`config.mk`:
```
export PLATFORM = sky130hd
export DESIGN_NAME = pkmob_ram
export DESIGN_NICKNAME = d
export VERILOG_FILES = /design/src/rtl/pkmob_ram.sv
export SDC_FILE = /design/constraint.sdc
export NUM_CORES = 2
export LEC_CHECK = 0
export ABC_AREA = 0
export BUFFER_PORTS_ARGS = -buffer_cell sky130_fd_sc_hd__clkbuf_2
export CAP_MARGIN = 20
export CORE_MARGIN = 4
export CORE_UTILIZATION = 55
export DETAILED_ROUTE_END_ITERATION = 6
export HOLD_SLACK_MARGIN = 0.05
export PLACE_DENSITY = 0.72
export SYNTH_ARGS = -nofsm -noshare
export SYNTH_HDL_FRONTEND = slang
export SYNTH_SLANG_ARGS = --single-unit
```
`constraint.sdc`:
```
create_clock -name clk -period 3.1 [get_ports clk]
set_input_delay 0.155 -clock clk [delete_from_list [all_inputs] [get_ports clk]]
set_output_delay 0.155 -clock clk [all_outputs]
set_load 0.02 [all_outputs]
```
`src/rtl/pkmob_ram.sv`:
```
// ----------------------------------------------------------------------------
// pkmob_ram
// Generic single-port synchronous RAM with registered read.
// ----------------------------------------------------------------------------
module pkmob_ram #(
    parameter int WIDTH = 32,
    parameter int DEPTH = 64
) (
    input  logic                     clk,
    input  logic                     we,
    input  logic [$clog2(DEPTH)-1:0] addr,
    input  logic [WIDTH-1:0]         wdata,
    output logic [WIDTH-1:0]         rdata
);
    logic [WIDTH-1:0] mem [DEPTH];

    always_ff @(posedge clk)
    begin
        if (we)
        begin
            mem[addr] <= wdata;
        end
        rdata <= mem[addr];
    end

endmodule

```
==> impl_metrics.csv <==
group,metric,value,unit
outcome,violations,"DRC",
global_route,overflow,0,
drt,wl_per_cell,31.8,microns
drt,drc,22,
final_layout,seqCellArea,62100,sq um
hold_path,hold_depth,1,
floorplan,rows,138,
timing,hold_viol_final,0,
placed_design,portBuffers,71,
placed_design,dp_hpwl,128,mm
placed_design,dp_slack,-297,ps
critical_path,worstPathArrival,3710,ps
timing,maxSlewViolCount,0,
drt,antenna_left,0,
synthesis,synthAdderAreaFrac,0,%
synthesis,yosysTopAreaCell,"edfxtp_1",
synthesis,synth_cell_types,56,
run,maxCapViolations,0,
timing,report.final.setup_viol,0,
timing,clock_skew,24.6,ps
cts,cts-root-buf,"clkbuf_16",
critical_path,crit_type,"in2reg",
cts,clk_latency,820,ps
hold_path,hold_class,"in2reg",
cts,path_clk_slew,60,ps
synthesis,syn_area,78900,sq um
final_layout,n_fill_cell,9382,
pwr,leakage,0.0298,uW
placed_design,gp_congestion,0.894,
cts,cts_max_level,4,
synthesis,synth_top_family_by_area,"compound AO/OA/AOI/OAI gates",
global_route,grt_pass1_wl,304,mm
synthesis,synth_seq_area_share,78.7,%
critical_path,critPathMaxStageDelay,670,ps
synthesis,muxShareOfSynthArea,8.12,%
pwr,combPwrFrac,5.7,%
pwr,sw_frac_of_total,21.3,%
synthesis,yosys_register_bits,2080,
pwr,p_sw,12200,uW
synthesis,syn_nets,4279,
floorplan,core,142000,sq um
global_route,use_met2,44.0,%
critical_path,crit_path_cell_trace,"dlygate4sd3_1 -> buf_8 -> buf_12 -> buf_16 -> mux4_2 -> nand3_1 -> nand3_1 -> a2111oi_1 -> nand4_1 -> dlygate4sd3_1",
drt,drt-pass1-iter-count,7,
critical_path,cp_max_fo,46,
floorplan,die_area,150000,sq um
cts,cts.path.max_buffers,3,
synthesis,yosys_warnings,0,
pwr,power.density,627,nW/um^2
critical_path,critPathRequiredTime,3790,ps
final_layout,drive_above_1_share,21.9,%
global_route,grt_pass1_vias,43800,
timing,hold_slack,69.8,ps
critical_path,crit_start,"addr[2]",
synthesis,avgSynthCellArea,18.6,sq um
synthesis,yosysMostFrequentCell,"edfxtp_1",
global_route,grt_use_met1,38.1,%
drt,vias_per_cell,6.70,
synthesis,synthTopCellsByArea,"edfxtp_1, mux2i_1, mux4_2",
drt,wirelength,212,mm
global_route,grt_max_degree,66,
timing,tightest_slew,1120,ps
synthesis,synth_compound_area_share,8.66,%
timing,fin_ws,77.5,ps
global_route,gr-max-usage-layer,"met2",
pwr,p_seq_share,54.8,%
global_route,track_usage,27.8,%
synthesis,syn_inst,4239,
critical_path,end_kind,"flop",
final_layout,nets,4644,
synthesis,synth_edf_count,2048,
floorplan,die_h,387,microns
cts,cts_tree,"yes",
pwr,vdd_ir_drop_max,0.000507,V
cts,post_cts.repair.setup_buffers,0,
pwr,clockPowerShare,39.5,%
timing,rsz0062_at_grt,"no",
synthesis,ys_async_sr_fraction,0,%
floorplan,die_x,387,microns
synthesis,synth_top_cell_area_share,77.9,%
cts,cts_num_sinks,2080,
drt,vias,44600,
synthesis,synth_xor_area_share,0,%
floorplan,ios,72,
critical_path,rr_worst_depth,5,
pwr,power.internal,44900,uW
synthesis,synthTopCellsByCount,"edfxtp_1, mux2i_1, a22oi_1",
floorplan,start_util,55.5,%
synthesis,yosys.area_share.simple,2.81,%
final_layout,multi_input_area,16100,sq um
hold_path,min_from,"wdata[26]",
timing,period_needed,3020,ps
cts,cts_made_buffers,192,
critical_path,reg2reg_from,"mem[21][21]",
timing,fin_crit_sh,97.5,%
placed_design,placed_cells_incl_taps,6277,
critical_path,startpoint_type,"input port",
global_route,met3_usage,5.59,%
timing,timing.slew.headroom,25.0,%
timing,fmax,331,MHz
drt,drtIter0Drc,6246,
global_route,antenna_found_initial,7,
critical_path,slowest_stage,"dlygate4sd3_1",
synthesis,synth_flop_cell,"edfxtp_1",
outcome,status,"complete, but fails checks",
final_layout,area_growth,15.4,%
final_layout,final_cells,6653,
==> routing by layer <==
metal	up-vias	part of all wire, %
li1	18400	-
met1	22800	37
met2	2862	48
met3	478	11
met4	2	4.7
met5	-	0.0076
==> cell type report <==
| type | count | area share, % |
|---|---|---|
| sequential | 2080 | 68.2 |
| clock inverter | 98 | 0.943 |
| timing repair buffer | 469 | 4.93 |
| inverter | 2 | 0.0165 |
| antenna | 5 | 0.0137 |
| multi-input combinational | 1859 | 17.6 |
| clock buffer | 250 | 5.62 |
| tap | 1890 | 2.60 |
==> power groups by stage <==
| stage | Clock (uW) | Combinational [uW] | Sequential, uW |
|---|---|---|---|
| 6_report | 22600 | 3260 | 31300 |
| 4_1_cts | 22800 | 3200 | 31300 |
| 3_5_place_dp | 0 | 3170 | 31900 |
| 3_3_place_gp | 0 | 3110 | 31900 |
| 2_1_floorplan | 0 | 1490 | 31900 |
| 5_1_grt | 24000 | 3410 | 31300 |
==> registers in the layout (all words and copies together), names as in the netlist <==
name   flops
rdata     32
mem     2048
==> what timing repair did <==
item / CTS / global route
endpoints found under the hold margin: 91 / 255
hold buffers: 9 / 6
setup endpoints to repair: 0 / 1
resized for setup: 0 / 2
==> stage by stage <==
stage	setup TNS, ps	util (%)	total power [uW]	area (sq um)
finish	0	64.1	57100	91000
global route	0	64.1	58700	91000
CTS	0	63.9	57300	90800
detailed placement	-476	59.6	35000	84800
global placement	-365	59.6	35000	84800
floorplan	-590810	-	33400	78900
==> cell usage in the layout, fill, tap and decap left out, types with 12 or more instances in the layout <==
master         instances
a2111oi_0             12
a211oi_1              17
a21oi_1              121
a221o_1               15
a221oi_1             175
a222oi_1              16
a22o_1                66
a22oi_1              188
a31oi_1               43
and3_1                85
buf_12                83
buf_4                297
bufinv_16             13
clkbuf_1              53
clkbuf_16            197
clkbuf_2              69
clkinv_1              40
clkinv_2              33
dfxtp_1               32
dlygate4sd3_1         15
edfxtp_1            2048
mux2_2               147
mux2i_1              259
mux4_2                96
nand2_1               27
nand2b_1              15
nand3_1               53
nor2_1                77
nor2_4                67
nor3_1                19
nor4_1                14
o21ai_0               84
o22a_1                70
o22ai_1               93
o2bb2ai_1             15
or4_1                 15
or4b_1                14
==> path summary, 6_finish.rpt <==
kind | end | slack, ps
min | mem[1][26] | 70
max reg2reg | rdata[21] | 300
max | rdata[0] | 80
min reg2reg | rdata[23] | 620
==> worst max-delay path: cells and delay by family <==
family	cells	cell delay [ps]
AO/OA/AOI/OAI	1	360
multiplexers	1	370
AND/OR/NAND/NOR	3	520
buffers and inverters	5	2220
==> cells by family (layout without fill, tap and decap cells) <==
kind of cell           Yosys count  after routing
AO/OA/AOI/OAI                  933            933
multiplexers                   502            502
other                            0              5
buffers and inverters          300            819
AND/OR/NAND/NOR                424            424
flip-flops                    2080           2080
Note: power is estimated with default switching activity, not from simulation.
